==> src/rtl/core/polygon_plane_clipper_macros.svh <==
// assertion macros for the polygon plane clipper
`ifndef POLYGON_PLANE_CLIPPER_MACROS_SVH
`define POLYGON_PLANE_CLIPPER_MACROS_SVH

// condition must hold in the same cycle
`define PPC_ASSERT_SAME(label, ante, cons) \
  label: assert property (@(posedge clk) disable iff (rst) (ante) |-> (cons)) \
    else $error("polygon_plane_clipper: same-cycle check failed");

// condition must hold in the following cycle
`define PPC_ASSERT_NEXT(label, ante, cons) \
  label: assert property (@(posedge clk) disable iff (rst) (ante) |=> (cons)) \
    else $error("polygon_plane_clipper: next-cycle check failed");

`endif

==> src/rtl/core/ppc_pkg.sv <==
// shared types and constants for the polygon plane clipper
`default_nettype none

package ppc_pkg;

  // field widths
  localparam int COORD_W    = 32;
  localparam int NORM_W     = 16;
  localparam int OFFSET_W   = 32;
  localparam int TOTAL_W    = 6;
  localparam int CFG_IDX_W  = 2;
  localparam int CFG_DATA_W = 32;

  // vertex components
  localparam int NUM_COMP   = 5;
  localparam int COMP_IDX_W = 3;
  localparam logic [COMP_IDX_W-1:0] COMP_X    = 3'd0;
  localparam logic [COMP_IDX_W-1:0] COMP_Y    = 3'd1;
  localparam logic [COMP_IDX_W-1:0] COMP_Z    = 3'd2;
  localparam logic [COMP_IDX_W-1:0] COMP_LAST = 3'd4;

  // arithmetic widths
  localparam int MUL_A_W    = 17;
  localparam int MUL_B_W    = 33;
  localparam int PROD_W     = MUL_A_W + MUL_B_W;
  localparam int ACC_W      = PROD_W;
  localparam int NORM_SHIFT = 14;
  localparam int DIST_W     = 40;
  localparam int MAG_W      = DIST_W + 1;
  localparam int FRAC_W     = 16;
  localparam int DIV_CNT_W  = 5;

  // defaults
  localparam int MAX_VERTS_DEF = 32;
  localparam logic signed [NORM_W-1:0] NORM_X_RST = 16'sd0;
  localparam logic signed [NORM_W-1:0] NORM_Y_RST = 16'sd0;
  localparam logic signed [NORM_W-1:0] NORM_Z_RST = 16'sd16384;
  localparam logic signed [OFFSET_W-1:0] OFFSET_RST = 32'sd0;

  typedef logic signed [COORD_W-1:0] coord_t;
  typedef coord_t vert_t [NUM_COMP];

  // configuration register indexes
  typedef enum logic [CFG_IDX_W-1:0] {
    CFG_NORMAL_X = 2'd0,
    CFG_NORMAL_Y = 2'd1,
    CFG_NORMAL_Z = 2'd2,
    CFG_OFFSET   = 2'd3
  } cfg_reg_t;

  // sequencer states
  typedef enum logic [3:0] {
    ST_IDLE,
    ST_MUL,
    ST_ACC,
    ST_DIST,
    ST_SETUP,
    ST_EDGE,
    ST_DIV,
    ST_IDEL,
    ST_IMUL,
    ST_IADD,
    ST_EMIT_X,
    ST_EMIT_V,
    ST_EMIT_E
  } state_t;

  // divider status
  typedef struct packed {
    logic busy;
    logic done;
  } div_stat_t;

  // one result transaction
  typedef struct packed {
    coord_t             x;
    coord_t             y;
    coord_t             z;
    coord_t             s;
    coord_t             t;
    logic               holds_vertex;
    logic               polygon_done;
    logic [TOTAL_W-1:0] vertex_total;
    logic               too_many;
  } result_t;

endpackage

`default_nettype wire

==> src/rtl/core/ppc_mul.sv <==
// shared signed multiplier with registered product
`default_nettype none

module ppc_mul (
  input  wire logic                               clk,
  input  wire logic signed [ppc_pkg::MUL_A_W-1:0] op_a,
  input  wire logic signed [ppc_pkg::MUL_B_W-1:0] op_b,
  output logic signed [ppc_pkg::PROD_W-1:0]       prod
);

  // product register, no reset needed
  always_ff @(posedge clk) begin
    prod <= ppc_pkg::PROD_W'(op_a * op_b);
  end

endmodule

`default_nettype wire

==> src/rtl/core/ppc_div.sv <==
// serial restoring divider for the crossing fraction, one quotient bit per cycle
`default_nettype none

module ppc_div (
  input  wire logic                        clk,
  input  wire logic                        rst,
  input  wire logic                        start,
  input  wire logic [ppc_pkg::MAG_W-1:0]   num,
  input  wire logic [ppc_pkg::MAG_W-1:0]   den,
  output ppc_pkg::div_stat_t               stat,
  output logic [ppc_pkg::FRAC_W-1:0]       quo
);

  logic [ppc_pkg::MAG_W-1:0]     rem;
  logic [ppc_pkg::MAG_W-1:0]     den_r;
  logic [ppc_pkg::DIV_CNT_W-1:0] cnt;
  logic                          done_r;
  logic [ppc_pkg::MAG_W:0]       rem2;
  logic                          ge;

  // shift remainder and trial compare
  assign rem2 = {rem, 1'b0};
  assign ge   = rem2 >= {1'b0, den_r};

  // step counter and done flag
  always_ff @(posedge clk) begin
    if (rst) begin
      cnt    <= '0;
      done_r <= 1'b0;
    end else if (start) begin
      cnt    <= ppc_pkg::DIV_CNT_W'(ppc_pkg::FRAC_W);
      done_r <= 1'b0;
    end else begin
      done_r <= (cnt == ppc_pkg::DIV_CNT_W'(1));
      if (cnt != '0) begin
        cnt <= cnt - ppc_pkg::DIV_CNT_W'(1);
      end
    end
  end

  // remainder and quotient, numerator is below denominator so rem stays below den
  always_ff @(posedge clk) begin
    if (start) begin
      rem   <= num;
      den_r <= den;
      quo   <= '0;
    end else if (cnt != '0) begin
      if (ge) begin
        rem <= ppc_pkg::MAG_W'(rem2 - {1'b0, den_r});
      end else begin
        rem <= rem2[ppc_pkg::MAG_W-1:0];
      end
      quo <= {quo[ppc_pkg::FRAC_W-2:0], ge};
    end
  end

  assign stat.busy = (cnt != '0);
  assign stat.done = done_r;

endmodule

`default_nettype wire

==> src/rtl/core/ppc_outreg.sv <==
// output register holding one result transaction until taken
`default_nettype none

module ppc_outreg (
  input  wire logic              clk,
  input  wire logic              rst,
  input  wire logic              load,
  input  wire ppc_pkg::result_t  din,
  input  wire logic              out_ready,
  output logic                   out_valid,
  output ppc_pkg::result_t       dout,
  output logic                   free
);

  assign free = !out_valid || out_ready;

  // valid flag
  always_ff @(posedge clk) begin
    if (rst) begin
      out_valid <= 1'b0;
    end else if (load) begin
      out_valid <= 1'b1;
    end else if (out_ready) begin
      out_valid <= 1'b0;
    end
  end

  // payload
  always_ff @(posedge clk) begin
    if (load) begin
      dout <= din;
    end
  end

endmodule

`default_nettype wire

==> src/rtl/core/polygon_plane_clipper.sv <==
// Single-plane polygon clipper: takes one vertex transaction at a time and is not
// ready while it works on it. A vertex passes through three distance multiplies and
// three accumulates through the shared multiplier, then distance, setup, edge check
// and the vertex emit; the first vertex of a polygon has no incoming edge and skips
// the edge check. Each edge that crosses the plane adds the 16-step serial divider
// for the fraction and the wait for its done flag, a delta, multiply and add step per
// component for the five interpolations through the same multiplier, and the emit.
// The closing vertex also runs the closing edge and emits the end marker. Each result
// waits in the output register until taken, so a stalled consumer holds up the
// sequencer in its emit states.
`default_nettype none

module polygon_plane_clipper #(
  parameter int MAX_VERTS = ppc_pkg::MAX_VERTS_DEF
) (
  input  wire logic                                clk,
  input  wire logic                                rst,
  // configuration write port
  input  wire logic                                cfg_we,
  input  wire logic [ppc_pkg::CFG_IDX_W-1:0]       cfg_index,
  input  wire logic [ppc_pkg::CFG_DATA_W-1:0]      cfg_data,
  // vertex input
  input  wire logic                                in_valid,
  output logic                                     in_ready,
  input  wire logic signed [ppc_pkg::COORD_W-1:0]  vert_x,
  input  wire logic signed [ppc_pkg::COORD_W-1:0]  vert_y,
  input  wire logic signed [ppc_pkg::COORD_W-1:0]  vert_z,
  input  wire logic signed [ppc_pkg::COORD_W-1:0]  vert_s,
  input  wire logic signed [ppc_pkg::COORD_W-1:0]  vert_t,
  input  wire logic                                closing_vertex,
  // result output
  output logic                                     out_valid,
  input  wire logic                                out_ready,
  output logic signed [ppc_pkg::COORD_W-1:0]       out_x,
  output logic signed [ppc_pkg::COORD_W-1:0]       out_y,
  output logic signed [ppc_pkg::COORD_W-1:0]       out_z,
  output logic signed [ppc_pkg::COORD_W-1:0]       out_s,
  output logic signed [ppc_pkg::COORD_W-1:0]       out_t,
  output logic                                     holds_vertex,
  output logic                                     polygon_done,
  output logic [ppc_pkg::TOTAL_W-1:0]              vertex_total,
  output logic                                     too_many
);

  `include "polygon_plane_clipper_macros.svh"

  localparam int CNT_W = $clog2(MAX_VERTS + 1);

  // configuration registers
  logic signed [ppc_pkg::NORM_W-1:0]   plane_normal_x;
  logic signed [ppc_pkg::NORM_W-1:0]   plane_normal_y;
  logic signed [ppc_pkg::NORM_W-1:0]   plane_normal_z;
  logic signed [ppc_pkg::OFFSET_W-1:0] plane_offset;

  // sequencer
  ppc_pkg::state_t state;
  ppc_pkg::state_t state_next;
  logic [ppc_pkg::COMP_IDX_W-1:0] idx;
  logic phase;
  logic closing_r;

  // vertex and distance storage
  ppc_pkg::vert_t cur_v;
  ppc_pkg::vert_t first_v;
  ppc_pkg::vert_t prior_v;
  ppc_pkg::vert_t res_v;
  logic signed [ppc_pkg::DIST_W-1:0] d_cur;
  logic signed [ppc_pkg::DIST_W-1:0] first_d;
  logic signed [ppc_pkg::DIST_W-1:0] prior_d;
  logic have_first;
  logic [CNT_W-1:0] count;

  // arithmetic
  logic signed [ppc_pkg::ACC_W-1:0]   acc;
  logic signed [ppc_pkg::MUL_B_W-1:0] delta_r;
  logic signed [ppc_pkg::MUL_A_W-1:0] op_a;
  logic signed [ppc_pkg::MUL_B_W-1:0] op_b;
  logic signed [ppc_pkg::PROD_W-1:0]  prod;
  logic signed [ppc_pkg::PROD_W-1:0]  prod_shr;
  logic signed [ppc_pkg::NORM_W-1:0]  norm_sel;

  // edge operands
  logic signed [ppc_pkg::DIST_W-1:0] d0;
  logic signed [ppc_pkg::DIST_W-1:0] d1;
  logic signed [ppc_pkg::MAG_W-1:0]  d0_ext;
  logic signed [ppc_pkg::MAG_W-1:0]  d1_ext;
  logic [ppc_pkg::MAG_W-1:0]         d0_mag;
  logic [ppc_pkg::MAG_W-1:0]         d1_mag;
  logic [ppc_pkg::MAG_W-1:0]         den;
  ppc_pkg::coord_t                   v0_sel;
  ppc_pkg::coord_t                   v1_sel;
  logic                              is_cross;
  logic                              full;

  // divider
  logic                          div_start;
  ppc_pkg::div_stat_t            div_stat;
  logic [ppc_pkg::FRAC_W-1:0]    frac;

  // output register
  logic             out_load;
  logic             slot_free;
  ppc_pkg::result_t out_din;
  ppc_pkg::result_t out_dout;
  ppc_pkg::state_t  after_edge;
  ppc_pkg::state_t  after_vertex;

  // configuration writes
  always_ff @(posedge clk) begin
    if (rst) begin
      plane_normal_x <= ppc_pkg::NORM_X_RST;
      plane_normal_y <= ppc_pkg::NORM_Y_RST;
      plane_normal_z <= ppc_pkg::NORM_Z_RST;
      plane_offset   <= ppc_pkg::OFFSET_RST;
    end else if (cfg_we) begin
      unique case (ppc_pkg::cfg_reg_t'(cfg_index))
        ppc_pkg::CFG_NORMAL_X: plane_normal_x <= cfg_data[ppc_pkg::NORM_W-1:0];
        ppc_pkg::CFG_NORMAL_Y: plane_normal_y <= cfg_data[ppc_pkg::NORM_W-1:0];
        ppc_pkg::CFG_NORMAL_Z: plane_normal_z <= cfg_data[ppc_pkg::NORM_W-1:0];
        ppc_pkg::CFG_OFFSET:   plane_offset   <= cfg_data[ppc_pkg::OFFSET_W-1:0];
      endcase
    end
  end

  // edge endpoints: prior to current, or current back to first
  assign v0_sel = phase ? cur_v[idx]   : prior_v[idx];
  assign v1_sel = phase ? first_v[idx] : cur_v[idx];
  assign d0     = phase ? d_cur   : prior_d;
  assign d1     = phase ? first_d : d_cur;

  // crossing test and divider operands
  assign is_cross = (d0 != '0) && (d1 != '0) &&
                    (d0[ppc_pkg::DIST_W-1] != d1[ppc_pkg::DIST_W-1]);
  assign d0_ext = ppc_pkg::MAG_W'(d0);
  assign d1_ext = ppc_pkg::MAG_W'(d1);
  assign d0_mag = d0[ppc_pkg::DIST_W-1] ? ppc_pkg::MAG_W'(-d0_ext) : ppc_pkg::MAG_W'(d0_ext);
  assign d1_mag = d1[ppc_pkg::DIST_W-1] ? ppc_pkg::MAG_W'(-d1_ext) : ppc_pkg::MAG_W'(d1_ext);
  assign den    = d0_mag + d1_mag;

  assign full = (count >= CNT_W'(MAX_VERTS));

  // normal component for the distance dot product
  always_comb begin
    unique case (idx)
      ppc_pkg::COMP_X: norm_sel = plane_normal_x;
      ppc_pkg::COMP_Y: norm_sel = plane_normal_y;
      ppc_pkg::COMP_Z: norm_sel = plane_normal_z;
      default:         norm_sel = plane_normal_z;
    endcase
  end

  // shared multiplier operand select
  always_comb begin
    if (state == ppc_pkg::ST_MUL) begin
      op_a = ppc_pkg::MUL_A_W'(norm_sel);
      op_b = ppc_pkg::MUL_B_W'(cur_v[idx]);
    end else begin
      op_a = $signed({1'b0, frac});
      op_b = delta_r;
    end
  end

  ppc_mul u_mul (
    .clk  (clk),
    .op_a (op_a),
    .op_b (op_b),
    .prod (prod)
  );

  assign prod_shr = prod >>> ppc_pkg::FRAC_W;

  ppc_div u_div (
    .clk   (clk),
    .rst   (rst),
    .start (div_start),
    .num   (d0_mag),
    .den   (den),
    .stat  (div_stat),
    .quo   (frac)
  );

  // where to go after an edge and after the current vertex
  assign after_edge   = phase ? ppc_pkg::ST_EMIT_E : ppc_pkg::ST_EMIT_V;
  assign after_vertex = closing_r ? ppc_pkg::ST_EDGE : ppc_pkg::ST_IDLE;

  // next state and strobes
  always_comb begin
    state_next = state;
    in_ready   = 1'b0;
    div_start  = 1'b0;
    out_load   = 1'b0;
    out_din    = '0;
    unique case (state)
      ppc_pkg::ST_IDLE: begin
        in_ready = 1'b1;
        if (in_valid) begin
          state_next = ppc_pkg::ST_MUL;
        end
      end
      ppc_pkg::ST_MUL: state_next = ppc_pkg::ST_ACC;
      ppc_pkg::ST_ACC: begin
        state_next = (idx == ppc_pkg::COMP_Z) ? ppc_pkg::ST_DIST : ppc_pkg::ST_MUL;
      end
      ppc_pkg::ST_DIST: state_next = ppc_pkg::ST_SETUP;
      ppc_pkg::ST_SETUP: begin
        state_next = have_first ? ppc_pkg::ST_EDGE : ppc_pkg::ST_EMIT_V;
      end
      ppc_pkg::ST_EDGE: begin
        if (is_cross) begin
          div_start  = 1'b1;
          state_next = ppc_pkg::ST_DIV;
        end else begin
          state_next = after_edge;
        end
      end
      ppc_pkg::ST_DIV: begin
        if (div_stat.done) begin
          state_next = ppc_pkg::ST_IDEL;
        end
      end
      ppc_pkg::ST_IDEL: state_next = ppc_pkg::ST_IMUL;
      ppc_pkg::ST_IMUL: state_next = ppc_pkg::ST_IADD;
      ppc_pkg::ST_IADD: begin
        state_next = (idx == ppc_pkg::COMP_LAST) ? ppc_pkg::ST_EMIT_X : ppc_pkg::ST_IDEL;
      end
      ppc_pkg::ST_EMIT_X: begin
        out_din.x            = res_v[0];
        out_din.y            = res_v[1];
        out_din.z            = res_v[2];
        out_din.s            = res_v[3];
        out_din.t            = res_v[4];
        out_din.holds_vertex = 1'b1;
        if (full) begin
          state_next = after_edge;
        end else if (slot_free) begin
          out_load   = 1'b1;
          state_next = after_edge;
        end
      end
      ppc_pkg::ST_EMIT_V: begin
        out_din.x            = cur_v[0];
        out_din.y            = cur_v[1];
        out_din.z            = cur_v[2];
        out_din.s            = cur_v[3];
        out_din.t            = cur_v[4];
        out_din.holds_vertex = 1'b1;
        if (d_cur[ppc_pkg::DIST_W-1] || full) begin
          state_next = after_vertex;
        end else if (slot_free) begin
          out_load   = 1'b1;
          state_next = after_vertex;
        end
      end
      ppc_pkg::ST_EMIT_E: begin
        out_din.polygon_done = 1'b1;
        out_din.vertex_total = ppc_pkg::TOTAL_W'(count);
        out_din.too_many     = full;
        if (slot_free) begin
          out_load   = 1'b1;
          state_next = ppc_pkg::ST_IDLE;
        end
      end
      default: state_next = ppc_pkg::ST_IDLE;
    endcase
  end

  // state register
  always_ff @(posedge clk) begin
    if (rst) begin
      state <= ppc_pkg::ST_IDLE;
    end else begin
      state <= state_next;
    end
  end

  // control counters and polygon bookkeeping
  always_ff @(posedge clk) begin
    if (rst) begin
      idx        <= '0;
      phase      <= 1'b0;
      have_first <= 1'b0;
      count      <= '0;
    end else begin
      unique case (state)
        ppc_pkg::ST_IDLE: begin
          idx   <= '0;
          phase <= 1'b0;
        end
        ppc_pkg::ST_ACC: begin
          idx <= (idx == ppc_pkg::COMP_Z) ? '0 : idx + ppc_pkg::COMP_IDX_W'(1);
        end
        ppc_pkg::ST_SETUP: begin
          if (!have_first) begin
            have_first <= 1'b1;
            count      <= '0;
          end
        end
        ppc_pkg::ST_EDGE: idx <= '0;
        ppc_pkg::ST_IADD: begin
          idx <= (idx == ppc_pkg::COMP_LAST) ? '0 : idx + ppc_pkg::COMP_IDX_W'(1);
        end
        ppc_pkg::ST_EMIT_X: begin
          if (out_load) begin
            count <= count + CNT_W'(1);
          end
        end
        ppc_pkg::ST_EMIT_V: begin
          if (out_load) begin
            count <= count + CNT_W'(1);
          end
          if (state_next != ppc_pkg::ST_EMIT_V) begin
            phase <= 1'b1;
          end
        end
        ppc_pkg::ST_EMIT_E: begin
          if (out_load) begin
            have_first <= 1'b0;
            count      <= '0;
          end
        end
        default: ;
      endcase
    end
  end

  // datapath registers
  always_ff @(posedge clk) begin
    unique case (state)
      ppc_pkg::ST_IDLE: begin
        if (in_valid) begin
          cur_v[0]  <= vert_x;
          cur_v[1]  <= vert_y;
          cur_v[2]  <= vert_z;
          cur_v[3]  <= vert_s;
          cur_v[4]  <= vert_t;
          closing_r <= closing_vertex;
        end
      end
      ppc_pkg::ST_ACC: begin
        acc <= (idx == ppc_pkg::COMP_X) ? prod : acc + prod;
      end
      ppc_pkg::ST_DIST: begin
        d_cur <= ppc_pkg::DIST_W'(acc >>> ppc_pkg::NORM_SHIFT) -
                 ppc_pkg::DIST_W'(plane_offset);
      end
      ppc_pkg::ST_SETUP: begin
        if (!have_first) begin
          first_v <= cur_v;
          first_d <= d_cur;
        end
      end
      ppc_pkg::ST_IDEL: begin
        delta_r <= ppc_pkg::MUL_B_W'(v1_sel) - ppc_pkg::MUL_B_W'(v0_sel);
      end
      ppc_pkg::ST_IADD: begin
        res_v[idx] <= v0_sel + prod_shr[ppc_pkg::COORD_W-1:0];
      end
      ppc_pkg::ST_EMIT_V: begin
        if (state_next != ppc_pkg::ST_EMIT_V) begin
          prior_v <= cur_v;
          prior_d <= d_cur;
        end
      end
      default: ;
    endcase
  end

  ppc_outreg u_outreg (
    .clk       (clk),
    .rst       (rst),
    .load      (out_load),
    .din       (out_din),
    .out_ready (out_ready),
    .out_valid (out_valid),
    .dout      (out_dout),
    .free      (slot_free)
  );

  assign out_x        = out_dout.x;
  assign out_y        = out_dout.y;
  assign out_z        = out_dout.z;
  assign out_s        = out_dout.s;
  assign out_t        = out_dout.t;
  assign holds_vertex = out_dout.holds_vertex;
  assign polygon_done = out_dout.polygon_done;
  assign vertex_total = out_dout.vertex_total;
  assign too_many     = out_dout.too_many;

  // checks on the sequencer
  `PPC_ASSERT_NEXT(a_busy_after_accept, in_valid && in_ready, !in_ready)
  `PPC_ASSERT_SAME(a_div_done_in_div, div_stat.done, state == ppc_pkg::ST_DIV)
  `PPC_ASSERT_NEXT(a_marker_loaded, state == ppc_pkg::ST_EMIT_E && slot_free,
                   out_valid && polygon_done && !holds_vertex)

endmodule

`default_nettype wire
==> config.mk <==
export PLATFORM = sky130hd
export DESIGN_NAME = polygon_plane_clipper
export DESIGN_NICKNAME = d
export VERILOG_FILES = /design/src/rtl/core/ppc_pkg.sv /design/src/rtl/core/ppc_mul.sv /design/src/rtl/core/ppc_div.sv /design/src/rtl/core/ppc_outreg.sv /design/src/rtl/core/polygon_plane_clipper.sv
export VERILOG_INCLUDE_DIRS = /design/src /design/src/rtl/core
export SDC_FILE = /design/constraint.sdc
export NUM_CORES = 2
export LEC_CHECK = 0
export CAP_MARGIN = 20
export CORE_MARGIN = 5
export CORE_UTILIZATION = 32
export DETAILED_ROUTE_END_ITERATION = 12
export DONT_BUFFER_PORTS = 1
export MAX_ROUTING_LAYER = met4
export PLACE_DENSITY = 0.57
export SYNTH_ARGS = -nofsm -noshare
export SYNTH_HDL_FRONTEND = slang
export SYNTH_HIERARCHICAL = 1
export SYNTH_SLANG_ARGS = --single-unit
==> constraint.sdc <==
create_clock -name clk -period 19 [get_ports clk]
set_input_delay 0.95 -clock clk [delete_from_list [all_inputs] [get_ports clk]]
set_output_delay 0.95 -clock clk [all_outputs]
set_load 0.02 [all_outputs]
==> results.md <==
- The run finished with clean final reports.
- The later pin in the worst-skew pair is clocked with a latency of 0.82 ns.
- The share of the synthesized netlist area taken by xor and xnor gates is 0.0350.
- Among all flip-flop cells after synthesis, the most frequent one is edfxtp_1.
- The overall via count from detail_route is 55,300.
- The data required time at the worst endpoint is 19.67 ns.
- The sum of routed wire length over all layers is 234,000 µm.
- The combined area of all synthesized cells is 0.0809 mm².
- The number of clock buffers added by TritonCTS is 136.
- Along the worst path, the maximum fanout reaches 36.
- At the end of routability-driven placement, the weighted congestion stood at 0.922.
- After synthesis, the largest family of logic cells by area is adder cells.
- The count of max-cap constraint violations is 0.
- The sequential element share of the synthesized area is 0.445.
- The class of the most critical setup path is reg2reg.
- The share of flip-flops with an asynchronous set or reset is 0.
- The post-synthesis compound-gate area fraction is 0.126.
- The worst setup path is captured at a flop.
- After legalization and detailed placement, the total HPWL measured 172,000 µm.
- Of the total synthesized cell area, the portion taken by full adders, half adders and majority gates is 0.189.
- Counting along the longest clock path gives a buffer depth of 3.
- The first detailed-routing pass ran for 6 iterations.
- In the routed design, unresolved DRC markers number 0.
- The total number of clock tree sinks is 1,254.
- In this run the count of I/O pins placed on the die edge is 371.
- The count of antenna-violating nets left after detailed routing is 0.
- The post-CTS clock slew at the launch and capture registers of the worst setup and hold paths is 0.07 ns.
- The via count of the first global-routing pass came to 56,700.
- The total overflow left after global routing is 0.
- At the end of the flow, the number of nets in the layout was 8,270.
- Dividing the final minimum period by the clock period gives 0.507.
- After synthesis, the mean cell area works out to 11.2 µm².
- The global router's overall resource usage is 0.179.
- The slowest cell on the critical path is dfxtp_4.
- Timing analysis after detailed placement gives a worst setup slack of 9.27 ns.
- Setup repair after global routing left no endpoint under its margin.
- The final sum of negative setup slack is 0 ns.
- The area share of and/or/nand/nor cells after synthesis is 0.115.
- Entering global routing, the biggest net connects 137 pins.
- The count of final hold-check violations is 0.
- From left edge to right edge, the die measures 513 µm.
- The multiplexer area fraction after synthesis is 0.0376.
- The total number of yosys warnings is 6.
- Setup violations remaining at the end of the flow were counted as 0.
- The global-route wire length before repair is 354,000 µm.
- Setup slack on the critical path of the routed design comes to 9.37 ns.
- The worst hold-check path type is in2reg.
- Counting flops and latches in the post-synthesis netlist gives 1,254.
- The total area inside the core boundary comes to 0.251 mm².
- Yosys mapped a number of flops with a built-in enable equal to 1,086.
- TritonCTS built the clock tree.
- The violation count after the first detailed-routing iteration is 4,525.
- Counting cells, the worst reg-to-reg path comes to 29.
- The die extent in y is 513 µm.
- For the pin with the worst max-slew slack, the measured transition is 1.18 ns.
- The number of vias per cell after detailed routing is 5.19.
- The routed wire length per instance is 22.0 µm.
- The worst setup path is launched from a flop.
- The worst hold path depth is 0.
- Data arrives at the worst endpoint at 10.30 ns.
- In this run the tool buffered the top-level ports with 0 buffer cells.
- For this design, the CTS-stage hold fixing added 0 buffers.
- The layout-stage area growth over the synthesis result is 10.8%.
- The die footprint is 0.263 mm².
- Based on the critical path, the design can be clocked at up to 104 MHz.
- In the final layout, the share of cells above drive strength 1 is 0.0718.
- The number of distinct library cell variants in the gate-level netlist after synthesis is 128.
- The number of core rows is 184.
- The initial utilization of the core area, before any placement, comes to 0.322.
- For the final database, setup skew stands at 0.0556 ns.
- The highest cell delay on the worst timing path is 0.58 ns.
- The number of setup buffers added after CTS is 0.
- The worst pin sits at a relative slew slack of 0.208.
- The final critical delay including setup and external delays is 9.63 ns.
- The initial antenna violation count is 29.
- The setup check on the worst reg-to-reg path leaves a slack of 9.37 ns.
- The H-tree was split into 4 levels.
- Synthesis produced 7,252 cells.
- The number of resized instances in the post-cts repair step is 0.
- The tree is rooted in a clkbuf_16.
- The max-slew violation total from the final report is 0.
worst paths after layout:
check | startpoint | to
worst max register to register | idx[1]$_SDFFE_PP0P_ | u_mul/prod[49]$_DFF_P_
worst min register to register | plane_normal_x[13]$_SDFFE_PP0P_ | plane_normal_x[13]$_SDFFE_PP0P_
worst max-delay path | idx[1]$_SDFFE_PP0P_ | u_mul/prod[49]$_DFF_P_
worst min-delay path | vert_s[27] | cur_v[59]$_DFFE_PP_
cells in the final DEF (no fill, tap or decap), types with 164 or more instances in the layout:
| cell | synthesis | layout |
|---|---|---|
| nor2_1 | 398 | 390 |
| a21oi_1 | 440 | 440 |
| and2_1 | 268 | 267 |
| o21ai_0 | 216 | 201 |
| edfxtp_1 | 1086 | 1086 |
| fa_1 | 542 | 542 |
| dfxtp_1 | 168 | 164 |
| a22o_1 | 176 | 176 |
| ha_1 | 355 | 355 |
| xnor2_1 | 202 | 202 |
| nand2_1 | 852 | 850 |
| inv_1 | 766 | 766 |
critical path: cells and delay by family, from the launching register on:
kind | cells | cell delay, ns
AND/OR/NAND/NOR | 5 | 1.45
AO/OA/AOI/OAI | 7 | 2.02
adder cells (fa/ha/maj) | 7 | 3.35
buffers and inverters | 8 | 1.42
flip-flops | 1 | 0.58
multiplexers | 2 | 0.58
Yosys cell counts, types with 16 or more instances:
master / instances / area (µm²)
a22oi_1: 51 / 383
a21oi_1: 440 / 2200
o21a_1: 77 / 578
dfxtp_1: 168 / 3360
fa_1: 542 / 10900
nand3_1: 58 / 290
nor3_1: 89 / 445
a21o_1: 113 / 848
nand4_1: 42 / 263
nand2b_1: 52 / 325
mux4_2: 62 / 1400
ha_1: 355 / 4440
or2_2: 18 / 113
nor4_1: 16 / 100
a211oi_1: 28 / 210
inv_1: 766 / 2880
xor2_1: 112 / 981
o211ai_1: 16 / 120
edfxtp_1: 1086 / 32600
nor2_1: 398 / 1490
clkbuf_1: 266 / 998
nor2b_1: 39 / 244
o22ai_1: 17 / 106
or3_1: 17 / 106
a31oi_1: 79 / 494
nand2_1: 852 / 3200
o21bai_1: 41 / 308
o21ai_1: 16 / 80.1
a22o_1: 176 / 1540
a221oi_1: 20 / 175
mux2_2: 22 / 248
a21boi_0: 21 / 158
o31ai_1: 27 / 203
buf_1: 20 / 75.1
o21ai_0: 216 / 1080
and2_1: 268 / 1680
mux2i_1: 135 / 1350
and3_1: 36 / 225
xnor2_1: 202 / 1770
sequential cells by signal, indices dropped and copies added (netlist names), 32 cells and up:
| signal | count |
|---|---|
| u_outreg/dout | 169 |
| cur_v | 160 |
| first_v | 160 |
| prior_v | 160 |
| res_v | 160 |
| acc | 50 |
| u_mul/prod | 50 |
| u_div/den_r | 41 |
| u_div/rem | 41 |
| d_cur | 37 |
| first_d | 37 |
| prior_d | 37 |
| delta_r | 33 |
| plane_offset | 32 |
metrics by stage:
| step | cell area (µm²) | util | hold slack [ns] | instances |
|---|---|---|---|---|
| final | 89600 | 0.356 | 0.223 | 10700 |
| after floorplan | 80900 | - | 0.432 | 7261 |
| after detailed placement | 84800 | 0.337 | 0.446 | 10400 |
| after global routing | 89600 | 0.356 | 0.157 | 10700 |
| after global placement | 84800 | 0.337 | 0.441 | 10400 |
| after CTS | 89500 | 0.356 | 0.133 | 10600 |
metal layers:
metal / wire length [µm] / vias to the layer above / global-route usage
li1: - / 25300 / -
met1: 100000 / 27900 / 0.227
met2: 109000 / 1880 / 0.283
met3: 16900 / 327 / 0.0422
met4: 8040 / 0 / 0.0579
met5: 0 / - / -
logic make-up (layout without fill, tap and decap cells):
group	after synthesis	in the layout
AO/OA/AOI/OAI	1508	1508
XOR/XNOR	318	318
adder cells (fa/ha/maj)	899	899
buffers and inverters	1086	1112
flip-flops	1254	1254
multiplexers	222	222
other	1	38
AND/OR/NAND/NOR	1964	1964
area by class of cell:
cell class | count | area, µm²
multi-input cells | 4921 | 41000
repair buffers | 91 | 716
flip-flops and latches | 1254 | 36000
clock buffers | 176 | 3700
inverters | 769 | 2890
well taps | 3348 | 4190
diodes | 28 | 70.1
clock inverters | 76 | 997
fillers | 24700 | 162000
Power is not shown: default switching activity piles up to over one toggle a cycle in this logic, so the estimate is an artifact.
